<file path="src/design/tbc_pkg.sv">
`default_nettype none

package tbc_pkg;

   localparam int CAPACITY = 256;
   localparam int ADDR_W   = $clog2(CAPACITY);
   localparam int CNT_W    = $clog2(CAPACITY + 1);
   localparam int POS_W    = 9;
   localparam int BYTE_W   = 8;
   localparam int CMD_W    = 3;
   localparam int STAT_W   = 2;

   // command codes; code 7 is unused and reports the state unchanged
   typedef enum logic [CMD_W-1:0] {
      CMD_FWD    = 3'd0,
      CMD_BACK   = 3'd1,
      CMD_START  = 3'd2,
      CMD_END    = 3'd3,
      CMD_INSERT = 3'd4,
      CMD_DELETE = 3'd5,
      CMD_READ   = 3'd6
   } cmd_type;

   typedef enum logic [STAT_W-1:0] {
      ST_OK    = 2'd0,
      ST_FULL  = 2'd1,
      ST_RANGE = 2'd2
   } status_type;

   typedef enum logic [2:0] {
      S_IDLE,
      S_DECODE,
      S_MOVE_RD,
      S_MOVE_WR,
      S_PUT_CH,
      S_READ_WAIT,
      S_FINISH
   } state_type;

   typedef enum logic [1:0] {
      RD_WALK_DN,
      RD_WALK_UP,
      RD_INDEX
   } rd_sel_type;

   typedef enum logic {
      WR_SHIFT,
      WR_CHAR
   } wr_sel_type;

   typedef enum logic [2:0] {
      WALK_HOLD,
      WALK_FROM_LEN,
      WALK_FROM_CUR,
      WALK_INC,
      WALK_DEC
   } walk_op_type;

   typedef enum logic [2:0] {
      CUR_HOLD,
      CUR_INC,
      CUR_DEC,
      CUR_ZERO,
      CUR_END
   } cur_op_type;

   typedef enum logic [1:0] {
      LEN_HOLD,
      LEN_INC,
      LEN_DEC
   } len_op_type;

   // controller -> datapath
   typedef struct packed {
      logic        latch_req;
      cur_op_type  cur_op;
      len_op_type  len_op;
      walk_op_type walk_op;
      logic        rd_en;
      rd_sel_type  rd_sel;
      logic        wr_en;
      wr_sel_type  wr_sel;
      logic        set_stat;
      status_type  stat_code;
      logic        capture_read;
      logic        load_rsp;
   } dp_cmd_type;

   // datapath -> controller
   typedef struct packed {
      cmd_type cmd;
      logic    full;
      logic    cur_lt_len;
      logic    cur_p1_lt_len;
      logic    cur_nonzero;
      logic    idx_lt_len;
      logic    walk_gt_cur1;
      logic    walk_p2_lt_len;
      logic    rsp_free;
   } dp_stat_type;

endpackage

`default_nettype wire

</file>
<file path="src/design/tbc_ram.sv">
`default_nettype none

module tbc_ram #(
   parameter int WIDTH = 8,
   parameter int DEPTH = 256
) (
   input  wire logic                     clock,
   input  wire logic                     wr_en,
   input  wire logic [$clog2(DEPTH)-1:0] wr_addr,
   input  wire logic [WIDTH-1:0]         wr_data,
   input  wire logic                     rd_en,
   input  wire logic [$clog2(DEPTH)-1:0] rd_addr,
   output logic      [WIDTH-1:0]         rd_data
);

   logic [WIDTH-1:0] mem_ff [DEPTH];
   logic [WIDTH-1:0] rd_data_ff;

   always_ff @(posedge clock) begin
      if (wr_en) begin
         mem_ff[wr_addr] <= wr_data;
      end
      if (rd_en) begin
         rd_data_ff <= mem_ff[rd_addr];
      end
   end

   assign rd_data = rd_data_ff;

endmodule

`default_nettype wire

</file>
<file path="src/design/tbc_ctrl.sv">
`default_nettype none

module tbc_ctrl (
   input  wire logic                 clock,
   input  wire logic                 reset,
   input  wire logic                 req_tvalid,
   output logic                      req_tready,
   input  wire tbc_pkg::dp_stat_type stat,
   output tbc_pkg::dp_cmd_type       cmd
);

   tbc_pkg::state_type state_ff, state_in;

   always_ff @(posedge clock) begin
      if (reset) begin
         state_ff <= tbc_pkg::S_IDLE;
      end else begin
         state_ff <= state_in;
      end
   end

   // next state
   always_comb begin
      state_in = state_ff;
      case (state_ff)
         tbc_pkg::S_IDLE: begin
            if (req_tvalid) state_in = tbc_pkg::S_DECODE;
         end
         tbc_pkg::S_DECODE: begin
            case (stat.cmd)
               tbc_pkg::CMD_INSERT: begin
                  if (stat.full)            state_in = tbc_pkg::S_FINISH;
                  else if (stat.cur_lt_len) state_in = tbc_pkg::S_MOVE_RD;
                  else                      state_in = tbc_pkg::S_PUT_CH;
               end
               tbc_pkg::CMD_DELETE: begin
                  if (stat.cur_p1_lt_len) state_in = tbc_pkg::S_MOVE_RD;
                  else                    state_in = tbc_pkg::S_FINISH;
               end
               tbc_pkg::CMD_READ: begin
                  if (stat.idx_lt_len) state_in = tbc_pkg::S_READ_WAIT;
                  else                 state_in = tbc_pkg::S_FINISH;
               end
               default: state_in = tbc_pkg::S_FINISH;
            endcase
         end
         tbc_pkg::S_MOVE_RD: state_in = tbc_pkg::S_MOVE_WR;
         tbc_pkg::S_MOVE_WR: begin
            if (stat.cmd == tbc_pkg::CMD_INSERT) begin
               state_in = stat.walk_gt_cur1 ? tbc_pkg::S_MOVE_RD : tbc_pkg::S_PUT_CH;
            end else begin
               state_in = stat.walk_p2_lt_len ? tbc_pkg::S_MOVE_RD : tbc_pkg::S_FINISH;
            end
         end
         tbc_pkg::S_PUT_CH:    state_in = tbc_pkg::S_FINISH;
         tbc_pkg::S_READ_WAIT: state_in = tbc_pkg::S_FINISH;
         tbc_pkg::S_FINISH: begin
            if (stat.rsp_free) state_in = tbc_pkg::S_IDLE;
         end
         default: state_in = tbc_pkg::S_IDLE;
      endcase
   end

   // outputs
   always_comb begin
      cmd              = '0;
      cmd.cur_op       = tbc_pkg::CUR_HOLD;
      cmd.len_op       = tbc_pkg::LEN_HOLD;
      cmd.walk_op      = tbc_pkg::WALK_HOLD;
      cmd.rd_sel       = tbc_pkg::RD_INDEX;
      cmd.wr_sel       = tbc_pkg::WR_SHIFT;
      cmd.stat_code    = tbc_pkg::ST_OK;
      req_tready       = 1'b0;
      case (state_ff)
         tbc_pkg::S_IDLE: begin
            req_tready    = !reset;
            cmd.latch_req = req_tvalid;
         end
         tbc_pkg::S_DECODE: begin
            case (stat.cmd)
               tbc_pkg::CMD_FWD: begin
                  if (stat.cur_lt_len) cmd.cur_op = tbc_pkg::CUR_INC;
               end
               tbc_pkg::CMD_BACK: begin
                  if (stat.cur_nonzero) cmd.cur_op = tbc_pkg::CUR_DEC;
               end
               tbc_pkg::CMD_START: cmd.cur_op = tbc_pkg::CUR_ZERO;
               tbc_pkg::CMD_END:   cmd.cur_op = tbc_pkg::CUR_END;
               tbc_pkg::CMD_INSERT: begin
                  if (stat.full) begin
                     cmd.set_stat  = 1'b1;
                     cmd.stat_code = tbc_pkg::ST_FULL;
                  end else begin
                     cmd.walk_op = tbc_pkg::WALK_FROM_LEN;
                  end
               end
               tbc_pkg::CMD_DELETE: begin
                  cmd.walk_op = tbc_pkg::WALK_FROM_CUR;
                  // single trailing byte: nothing to shift
                  if (stat.cur_lt_len && !stat.cur_p1_lt_len) cmd.len_op = tbc_pkg::LEN_DEC;
               end
               tbc_pkg::CMD_READ: begin
                  if (stat.idx_lt_len) begin
                     cmd.rd_en  = 1'b1;
                     cmd.rd_sel = tbc_pkg::RD_INDEX;
                  end else begin
                     cmd.set_stat  = 1'b1;
                     cmd.stat_code = tbc_pkg::ST_RANGE;
                  end
               end
               default: ;
            endcase
         end
         tbc_pkg::S_MOVE_RD: begin
            cmd.rd_en  = 1'b1;
            cmd.rd_sel = (stat.cmd == tbc_pkg::CMD_INSERT) ? tbc_pkg::RD_WALK_DN
                                                           : tbc_pkg::RD_WALK_UP;
         end
         tbc_pkg::S_MOVE_WR: begin
            cmd.wr_en  = 1'b1;
            cmd.wr_sel = tbc_pkg::WR_SHIFT;
            if (stat.cmd == tbc_pkg::CMD_INSERT) begin
               cmd.walk_op = tbc_pkg::WALK_DEC;
            end else begin
               cmd.walk_op = tbc_pkg::WALK_INC;
               if (!stat.walk_p2_lt_len) cmd.len_op = tbc_pkg::LEN_DEC;
            end
         end
         tbc_pkg::S_PUT_CH: begin
            cmd.wr_en  = 1'b1;
            cmd.wr_sel = tbc_pkg::WR_CHAR;
            cmd.cur_op = tbc_pkg::CUR_INC;
            cmd.len_op = tbc_pkg::LEN_INC;
         end
         tbc_pkg::S_READ_WAIT: cmd.capture_read = 1'b1;
         tbc_pkg::S_FINISH:    cmd.load_rsp     = stat.rsp_free;
         default: ;
      endcase
   end

endmodule

`default_nettype wire

</file>
<file path="src/design/tbc_dp.sv">
`default_nettype none

module tbc_dp (
   input  wire logic                 clock,
   input  wire logic                 reset,
   input  wire logic [2:0]           req_tuser,
   input  wire logic [15:0]          req_tdata,
   output logic                      rsp_tvalid,
   input  wire logic                 rsp_tready,
   output logic [31:0]               rsp_tdata,
   output logic [1:0]                rsp_tuser,
   input  wire tbc_pkg::dp_cmd_type  cmd,
   output tbc_pkg::dp_stat_type      stat
);

   localparam int AW = tbc_pkg::ADDR_W;
   localparam int CW = tbc_pkg::CNT_W;

   tbc_pkg::cmd_type             op_ff;
   logic [tbc_pkg::BYTE_W-1:0]   ch_ff;
   logic [tbc_pkg::BYTE_W-1:0]   index_ff;
   logic [CW-1:0]                cursor_ff, cursor_in;
   logic [CW-1:0]                length_ff, length_in;
   logic [CW-1:0]                walk_ff, walk_in;
   logic [tbc_pkg::BYTE_W-1:0]   rbyte_ff;
   tbc_pkg::status_type          stat_ff;

   logic                         rsp_valid_ff;
   logic [tbc_pkg::POS_W-1:0]    rsp_cur_ff;
   logic [tbc_pkg::POS_W-1:0]    rsp_len_ff;
   logic [tbc_pkg::BYTE_W-1:0]   rsp_byte_ff;
   tbc_pkg::status_type          rsp_stat_ff;

   logic                         ram_wr_en;
   logic [AW-1:0]                ram_wr_addr;
   logic [tbc_pkg::BYTE_W-1:0]   ram_wr_data;
   logic [AW-1:0]                ram_rd_addr;
   logic [tbc_pkg::BYTE_W-1:0]   ram_rd_data;
   logic [CW-1:0]                walk_dn;
   logic [CW-1:0]                walk_up;
   logic [CW:0]                  cur_p1;
   logic [CW:0]                  walk_p2;

   assign walk_dn = walk_ff - CW'(1);
   assign walk_up = walk_ff + CW'(1);
   assign cur_p1  = {1'b0, cursor_ff} + (CW+1)'(1);
   assign walk_p2 = {1'b0, walk_ff} + (CW+1)'(2);

   // request payload
   always_ff @(posedge clock) begin
      if (cmd.latch_req) begin
         op_ff    <= tbc_pkg::cmd_type'(req_tuser);
         ch_ff    <= req_tdata[7:0];
         index_ff <= req_tdata[15:8];
      end
   end

   // cursor, length and shift pointer
   always_comb begin
      case (cmd.cur_op)
         tbc_pkg::CUR_INC:  cursor_in = cursor_ff + CW'(1);
         tbc_pkg::CUR_DEC:  cursor_in = cursor_ff - CW'(1);
         tbc_pkg::CUR_ZERO: cursor_in = '0;
         tbc_pkg::CUR_END:  cursor_in = length_ff;
         default:           cursor_in = cursor_ff;
      endcase
      case (cmd.len_op)
         tbc_pkg::LEN_INC: length_in = length_ff + CW'(1);
         tbc_pkg::LEN_DEC: length_in = length_ff - CW'(1);
         default:          length_in = length_ff;
      endcase
      case (cmd.walk_op)
         tbc_pkg::WALK_FROM_LEN: walk_in = length_ff;
         tbc_pkg::WALK_FROM_CUR: walk_in = cursor_ff;
         tbc_pkg::WALK_INC:      walk_in = walk_up;
         tbc_pkg::WALK_DEC:      walk_in = walk_dn;
         default:                walk_in = walk_ff;
      endcase
   end

   always_ff @(posedge clock) begin
      if (reset) begin
         cursor_ff <= '0;
         length_ff <= '0;
      end else begin
         cursor_ff <= cursor_in;
         length_ff <= length_in;
      end
   end

   always_ff @(posedge clock) begin
      walk_ff <= walk_in;
   end

   // per-item read byte and status
   always_ff @(posedge clock) begin
      if (cmd.latch_req) begin
         rbyte_ff <= '0;
         stat_ff  <= tbc_pkg::ST_OK;
      end else begin
         if (cmd.capture_read) rbyte_ff <= ram_rd_data;
         if (cmd.set_stat)     stat_ff  <= cmd.stat_code;
      end
   end

   // text store
   always_comb begin
      case (cmd.rd_sel)
         tbc_pkg::RD_WALK_DN: ram_rd_addr = walk_dn[AW-1:0];
         tbc_pkg::RD_WALK_UP: ram_rd_addr = walk_up[AW-1:0];
         default:             ram_rd_addr = index_ff;
      endcase
      if (cmd.wr_sel == tbc_pkg::WR_CHAR) begin
         ram_wr_addr = cursor_ff[AW-1:0];
         ram_wr_data = ch_ff;
      end else begin
         ram_wr_addr = walk_ff[AW-1:0];
         ram_wr_data = ram_rd_data;
      end
      ram_wr_en = cmd.wr_en;
   end

   tbc_ram #(
      .WIDTH (tbc_pkg::BYTE_W),
      .DEPTH (tbc_pkg::CAPACITY)
   ) u_ram (
      .clock   (clock),
      .wr_en   (ram_wr_en),
      .wr_addr (ram_wr_addr),
      .wr_data (ram_wr_data),
      .rd_en   (cmd.rd_en),
      .rd_addr (ram_rd_addr),
      .rd_data (ram_rd_data)
   );

   // output register
   always_ff @(posedge clock) begin
      if (reset) begin
         rsp_valid_ff <= 1'b0;
      end else if (cmd.load_rsp) begin
         rsp_valid_ff <= 1'b1;
      end else if (rsp_tready) begin
         rsp_valid_ff <= 1'b0;
      end
   end

   always_ff @(posedge clock) begin
      if (cmd.load_rsp) begin
         rsp_cur_ff  <= tbc_pkg::POS_W'(cursor_ff);
         rsp_len_ff  <= tbc_pkg::POS_W'(length_ff);
         rsp_byte_ff <= rbyte_ff;
         rsp_stat_ff <= stat_ff;
      end
   end

   assign rsp_tvalid = rsp_valid_ff;
   assign rsp_tdata  = {6'd0, rsp_byte_ff, rsp_len_ff, rsp_cur_ff};
   assign rsp_tuser  = rsp_stat_ff;

   // status to controller
   always_comb begin
      stat.cmd            = op_ff;
      stat.full           = (length_ff >= CW'(tbc_pkg::CAPACITY));
      stat.cur_lt_len     = (cursor_ff < length_ff);
      stat.cur_p1_lt_len  = (cur_p1 < {1'b0, length_ff});
      stat.cur_nonzero    = (cursor_ff != '0);
      stat.idx_lt_len     = (CW'(index_ff) < length_ff);
      stat.walk_gt_cur1   = ({1'b0, walk_ff} > cur_p1);
      stat.walk_p2_lt_len = (walk_p2 < {1'b0, length_ff});
      stat.rsp_free       = !rsp_valid_ff || rsp_tready;
   end

endmodule

`default_nettype wire

</file>
<file path="src/design/text_buffer_with_cursor.sv">
`default_nettype none

// Channel  Dir  Handshake              Payload
// req_     in   req_tvalid/req_tready  tuser: cmd[2:0]
//                                      tdata: ch[7:0], index[15:8]
// rsp_     out  rsp_tvalid/rsp_tready  tdata: cursor_pos[8:0], text_length[17:9],
//                                             read_byte[25:18], zeros[31:26]
//                                      tuser: status[1:0]
//
// One item at a time. After the accept, each item passes decode and ends in the
// finish state, which loads the result register. A read waits in a read-wait
// state; an insert below capacity shifts when the cursor is below the length,
// then puts its byte; a delete shifts when a byte follows the one at the cursor.
// Each shifted byte takes a read and a write state on the single-port-pair text
// RAM. req_tready rises the cycle after the result is loaded. Synchronous reset
// clears cursor, length and the output valid; the text RAM is not cleared (only
// bytes below the length are read). A stalled result holds finish until rsp_tready.

module text_buffer_with_cursor (
   input  wire logic        clock,
   input  wire logic        reset,
   input  wire logic        req_tvalid,
   output logic             req_tready,
   input  wire logic [2:0]  req_tuser,   // cmd[2:0]
   input  wire logic [15:0] req_tdata,   // ch[7:0], index[15:8]
   output logic             rsp_tvalid,
   input  wire logic        rsp_tready,
   output logic [31:0]      rsp_tdata,   // cursor_pos[8:0], text_length[17:9], read_byte[25:18]
   output logic [1:0]       rsp_tuser    // status[1:0]
);

   tbc_pkg::dp_cmd_type  dp_cmd;
   tbc_pkg::dp_stat_type dp_stat;

   // sequencer: decode, shift loop, result handoff
   tbc_ctrl u_ctrl (
      .clock      (clock),
      .reset      (reset),
      .req_tvalid (req_tvalid),
      .req_tready (req_tready),
      .stat       (dp_stat),
      .cmd        (dp_cmd)
   );

   // counters, text RAM and output register
   tbc_dp u_dp (
      .clock      (clock),
      .reset      (reset),
      .req_tuser  (req_tuser),
      .req_tdata  (req_tdata),
      .rsp_tvalid (rsp_tvalid),
      .rsp_tready (rsp_tready),
      .rsp_tdata  (rsp_tdata),
      .rsp_tuser  (rsp_tuser),
      .cmd        (dp_cmd),
      .stat       (dp_stat)
   );

endmodule

`default_nettype wire

</file>
<file path="config.mk">
export PLATFORM = sky130hd
export DESIGN_NAME = text_buffer_with_cursor
export DESIGN_NICKNAME = d
export VERILOG_FILES = /design/src/design/tbc_pkg.sv /design/src/design/tbc_ram.sv /design/src/design/tbc_ctrl.sv /design/src/design/tbc_dp.sv /design/src/design/text_buffer_with_cursor.sv
export SDC_FILE = /design/constraint.sdc
export NUM_CORES = 2
export LEC_CHECK = 0
export BUFFER_PORTS_ARGS = -buffer_cell sky130_fd_sc_hd__buf_2
export CAP_MARGIN = 20
export CORE_MARGIN = 2
export CORE_UTILIZATION = 50
export DETAILED_ROUTE_END_ITERATION = 6
export PLACE_DENSITY_LB_ADDON = 0.08
export RECOVER_POWER = 100
export SLEW_MARGIN = 10
export SYNTH_ARGS = -nofsm -noshare
export SYNTH_HDL_FRONTEND = slang
export SYNTH_SLANG_ARGS = --single-unit
</file>
<file path="constraint.sdc">
create_clock -name clock -period 15.55 [get_ports clock]
set_input_delay 3.11 -clock clock [delete_from_list [all_inputs] [get_ports clock]]
set_output_delay 3.11 -clock clock [all_outputs]
set_load 0.02 [all_outputs]
</file>
======== Word level (Yosys, flattened, before mapping) ========
Memory sizes are Yosys's and may differ from the RTL's. A register that Yosys moved wholly into a read port is not among the register bits.
Cells that the tools add are included.
word-level totals
  flip-flop bits (word level) ............. 88
  RAM bits ................................ 2,048
  input port bits ......................... 23
  word-level logic and storage cells ...... 116
  memories kept ........................... 1
operators by class
  $add $sub $neg .......................... 8
  order comparisons ....................... 6
  equal/unequal tests ..................... 25
  muxes and demuxes ....................... 47
  reduce and logical (&&, ||, !) cells .... 15
memory list
  memory             words  width  read ports  clocked after memory_dff  write ports  line           RTL
  u_dp.u_ram.mem_ff  256    8      1           1                         1            tbc_ram.sv:16  logic [WIDTH-1:0] mem_ff [DEPTH];
operators with widths
  cell                    count
  $pmux W9 S4             2
  $mux W3                 14
  $add A9 B1 Y9 const B   3
  $sub A9 B1 Y9 const B   3
  $eq A3 B2 Y1 const B    8
  $eq A3 B3 Y1 const B    8
  $pmux W3 S2             4
  $lt A10 B9 Y1           2
  $pmux W3 S6             1
  $pmux W9 S2             1
  $mux W8                 2
  $pmux W8 S2             1
  $eq A3 B1 Y1 const B    4
  $mux W2                 6
  $pmux W3 S4             1
  $mux W1                 11
  $add A9 B1 Y10 const B  1
  $add A9 B2 Y10 const B  1
  $gt A9 B10 Y1           1
  $ge A9 B9 Y1 const B    1
  $lt A8 B9 Y1            1
  $lt A9 B9 Y1            1
  $pmux W3 S3             1
  $reduce_bool A9 Y1      1
  other kinds (15)        22

======== Depth between registers and ports, before layout ========
  word-level depth ........................ 9
  gate-level depth with buffers ........... 24
  mapped depth without buffers ............ 23

======== Cells and area by module ========
Synthesis repeated with hierarchy kept, for this count alone.
second synthesis, totals
  cell total of the unflattened synthesis .. 4,396
  area total of the unflattened synthesis .. 85,889.9 um^2
by module, submodules not included
  module    times used  cells an instance  area each (um^2)  sequential area each (um^2)
  tbc_ram   1           3,733              79,636.4          61,739.2
  tbc_dp    1           592                5,791.8           2,262.2
  tbc_ctrl  1           71                 461.7             60.1

======== Worst setup path before layout ========
No wires, ideal clock.
  kind .................................... input -> output
  start point ............................. in reset
  end point ............................... out req_tready
  data arrival time ....................... 3.923 ns
  data required time ...................... 12.440 ns
  path slack .............................. 8.517 ns
  stages on the path ...................... 2
  path buffers ............................ 1
  cells stage by stage .................... clkbuf_1 -> nor4_1
between the ends
  cells in the longest elaborated chain, start to end .. 2
ends and longest elaborated chain
  item              line                           RTL
  start, declared   text_buffer_with_cursor.sv:21  input wire logic reset,
  $logic_not A1 Y1  tbc_ctrl.sv:76                 req_tready = !reset;
  $mux W1           tbc_ctrl.sv:74                 case (state_ff)
  end, declared     text_buffer_with_cursor.sv:23  output logic req_tready,
Every way passes these cells.

======== Worst setup path after layout ========
  start point ............................. reg u_ctrl.state_ff[1]
  end point ............................... reg u_dp.u_ram.rd_data_ff[3], in the netlist u_dp.u_ram.rd_data[3] (read register of u_dp.u_ram.mem_ff), data pin
between the ends
  cells in the longest elaborated chain, start to end .. 4
  elaborated cells on any way between the ends .. 6
ends and longest elaborated chain
  item                                              line            RTL
  start, declared                                   tbc_ctrl.sv:12  tbc_pkg::state_type state_ff, state_in;
  start signal, assigned                            tbc_ctrl.sv:16  state_ff <= tbc_pkg::S_IDLE;
  start signal, assigned                            tbc_ctrl.sv:18  state_ff <= state_in;
  $eq A3 B2 Y1 or $eq A3 B1 Y1 (tied branches)      tbc_ctrl.sv:74
  $pmux W3 S2 *                                     tbc_ctrl.sv:74
  $eq A2 B1 Y1 or $logic_not A2 Y1 (tied branches)  tbc_dp.sv:108   case (cmd.rd_sel)
  $pmux W8 S2                                       tbc_dp.sv:108
  end, declared                                     tbc_ram.sv:17   logic [WIDTH-1:0] rd_data_ff;
Every way passes the cells marked *; elsewhere a longest branch is shown, timed or not.
A chain may end at the register's enable or synchronous reset.

==> results.yml <==
die:
  ios: 59
  initial_core_util_pct: 50.4
  die_h_um: 426
  fp-row-count: 154
  die_area_um2: 181000
  fp.dieW_um: 426
  fp.coreArea_um2: 176000
detailed_routing:
  drc: 1
  antenna_left: 0
  wl_met1_um: 114000
  wl_per_cell_um: 29.2
  drt_pass1_iterations: 7
  wirelength_um: 276000
  via_per_inst: 6.19
  route.met3.wl_um: 25300
  drtIter0Drc: 7656
  vias: 58481
  wl_met2_um: 126000
  dr.max_layer_used: "met5"
worst_setup_path:
  crit_arrival_ps: 10980
  slowest_stage: "clkbuf_1"
  crit_path_end_kind: "flip-flop"
  cp_common_cell: "clkbuf_1"
  critPathMaxStageDelay_ps: 2100
  critPathLaunchType: "flip-flop"
  critPathMaxFanout: 59
  required_ps: 16250
  critical_path_class: "flip-flop to flip-flop"
  cp_cell_sequence: "or3b_1 > buf_4 > a21oi_4 > clkbuf_1 > clkbuf_1 > clkbuf_1 > mux2i_1 > mux2i_1 > nor3_1 > a211oi_1 > nor4_1 > buf_2 > a2111oi_0 > clkbuf_1 > o31ai_1 > nand3_1"
placed_design:
  hpwl_um: 160000
  gp_congestion: 0.875
  place_area_um2: 91200
  numPortBuffers: 52
sta:
  relSlewSlack_pct: -187
  rsz0062_at_grt: "false"
  fin_crit_ps: 10280
  hold_viol_final: 0
  setup_viol: 0
  fmax_mhz: 97.3
  slew_violations: 1812
  worstMarginPinSlew_ps: 4300
  period_share_pct: 66.1
  skew_ps: 51.7
  tns_ps: 0
clocking:
  cts_tree: "built"
  cts_sinks: 2144
  numCtsBuffers: 219
  clock-root-buffer: "clkbuf_16"
  htreeDepth: 4
  clk_pin_slew_ps: 60
  cts_max_path_buffers: 3
  cts_hold_buf: 0
  post_cts_buffers: 0
  clk-insertion-delay-late_ps: 870
  ctsResizeCount: 0
synthesis:
  synth_top_area_share_pct: 71.3
  synthArstFlopShare_pct: 0
  synth.top_cells.by_area: "edfxtp_1, nand2_1, nand3_1, a311oi_1, buf_2"
  yosysSeqAreaShare_pct: 72.0
  netlist_instances: 6967
  synth_edf_count: 2112
  ys.flop_type: "edfxtp_1"
  post-synth-top-area-cell: "edfxtp_1"
  yosys_warnings: 0
  synth.distinct_cells: 85
  syn_avg_cell_area_um2: 12.8
  syn_area_um2: 89000
  yosys_register_bits: 2144
worst_hold_path:
  min_path_type: "flip-flop to flip-flop"
power_and_ir_drop:
  powerDensity_nw_per_um2: 194
  power.leakage_nw: 32.7
  ir_worst_vdd_mv: 0.158
global_routing:
  grt_util_all_layers_pct: 30.2
  grt_pass1_wl_um: 396000
  first_global_vias: 54547
  overflow: 0
  grt_antenna_before_repair: 14
  grt_max_degree: 201
final_layout:
  finish.utilization_pct: 55.4
  num-nets-final: 6996
  syn2layout_area_growth_pct: 9.82
  fin_area_um2: 97700
  drive_gt1_share_pct: 6.71
job:
  drv_cap: 36
outcome:
  status: "complete, but fails checks"
  violations: "DRC, capacitance limit, slew limit"
-- critical path: cells and delay by family, from the launching register on --
kind	cells	cell delay (ps)
simple gates	4	680
mux	2	560
flops	1	740
buf+inv	6	6110
compound gates	4	1850
-- synthesized netlist by cell type, drive strengths merged (17+ instances only) --
cell type	instances
a211oi	72
a21o	17
a21oi	128
a22oi	20
a311oi	176
a31oi	96
a32oi	26
and3	168
buf	367
clkbuf	118
dfxtp	32
edfxtp	2112
ha	62
inv	34
mux2i	89
mux4	25
nand2	1860
nand3	824
nand4	28
nor2	336
nor3	35
nor4	19
o21ai	70
xnor2	22
-- report_power, final --
part	switching, mW	internal, mW	total, mW
clock network	2.22	2.79	5.01
logic	5.01	1.44	6.45
registers	0.0803	7.42	7.50
-- sequential cells by signal, summed over array words and instances, names as in the netlist, 9 cells and up --
name and cells:
u_dp.rsp_len_ff 9, u_dp.cursor_ff 9, u_dp.rsp_cur_ff 9, u_dp.length_ff 9, u_dp.u_ram.mem_ff 2048, u_dp.walk_ff 9
-- cells in the final DEF, fill, tap and decap left out, types with 11 or more instances in the layout --
master        n
a211oi_1     72
a21o_1       15
a21oi_1     126
a22oi_1      20
a311oi_1    175
a31oi_1      96
a32oi_1      26
and3_1      168
buf_2        19
buf_4        93
clkbuf_1    132
clkbuf_16   224
clkinv_1     69
clkinv_2     33
dfxtp_1      32
edfxtp_1   2112
ha_1         62
inv_1        34
mux2i_1      87
mux4_2       25
nand2_1    1857
nand2b_1     12
nand3_1     822
nand4_1      28
nor2_1      329
nor3_1       34
nor4_1       17
o21ai_0      66
o21bai_1     11
o22ai_1      15
o31ai_1      11
xnor2_1      22
xor2_1       11
-- path summary, 6_finish.rpt --
path,cells past startpoint,startpoint,end,slack [ps]
max,16,u_ctrl.state_ff[1],u_dp.u_ram.rd_data[3],5270
min,0,u_dp.rbyte_ff[5],u_dp.rsp_byte_ff[5],440
min reg2reg,0,u_dp.rbyte_ff[5],u_dp.rsp_byte_ff[5],440
max reg2reg,16,u_ctrl.state_ff[1],u_dp.u_ram.rd_data[3],5270
-- cells by family (layout without fill, tap and decap cells) --
logic type	Yosys count	count (layout)	synth area share (%)
buffers and inverters	519	639	2.81
flip-flops	2144	2144	72.0
multiplexers	119	119	1.70
AND/OR/NAND/NOR	3336	3336	16.2
XOR/XNOR	33	33	0.325
adder cells (fa/ha/maj)	64	64	0.917
AO/OA/AOI/OAI	751	751	6.09
other	1	15	0.00421
-- cell type report --
class                      count  area (µm²)
antenna                        9        22.5
clock buffer                 281        5860
clock inverter               123         881
fill                       14638       78800
inverter                      34         128
multi-input combinational   4309       22600
sequential                  2144       64100
tap                         2340        2930
timing repair buffer         201        1280
-- metal layers --
| layer | vias to the layer above | GRT usage (%) |
|---|---|---|
| met5 | - | 0 |
| met1 | 29513 | 43.1 |
| met3 | 487 | 5.85 |
| li1 | 25660 | - |
| met2 | 2815 | 45.5 |
| met4 | 6 | 12.3 |
-- through the flow --
step | hold slack, ps | power (mW) | std cells | setup slack (ps)
floorplan | 408 | 11.5 | 6972 | 8520
global placement | 419 | 13.8 | 9016 | 8570
detailed placement | 424 | 13.9 | 9022 | 8570
CTS | 438 | 18.8 | 9426 | 8570
global route | 453 | 19.6 | 9432 | 4750
finish | 435 | 19.0 | 9441 | 5270
Power figures use the tool's default switching activity.
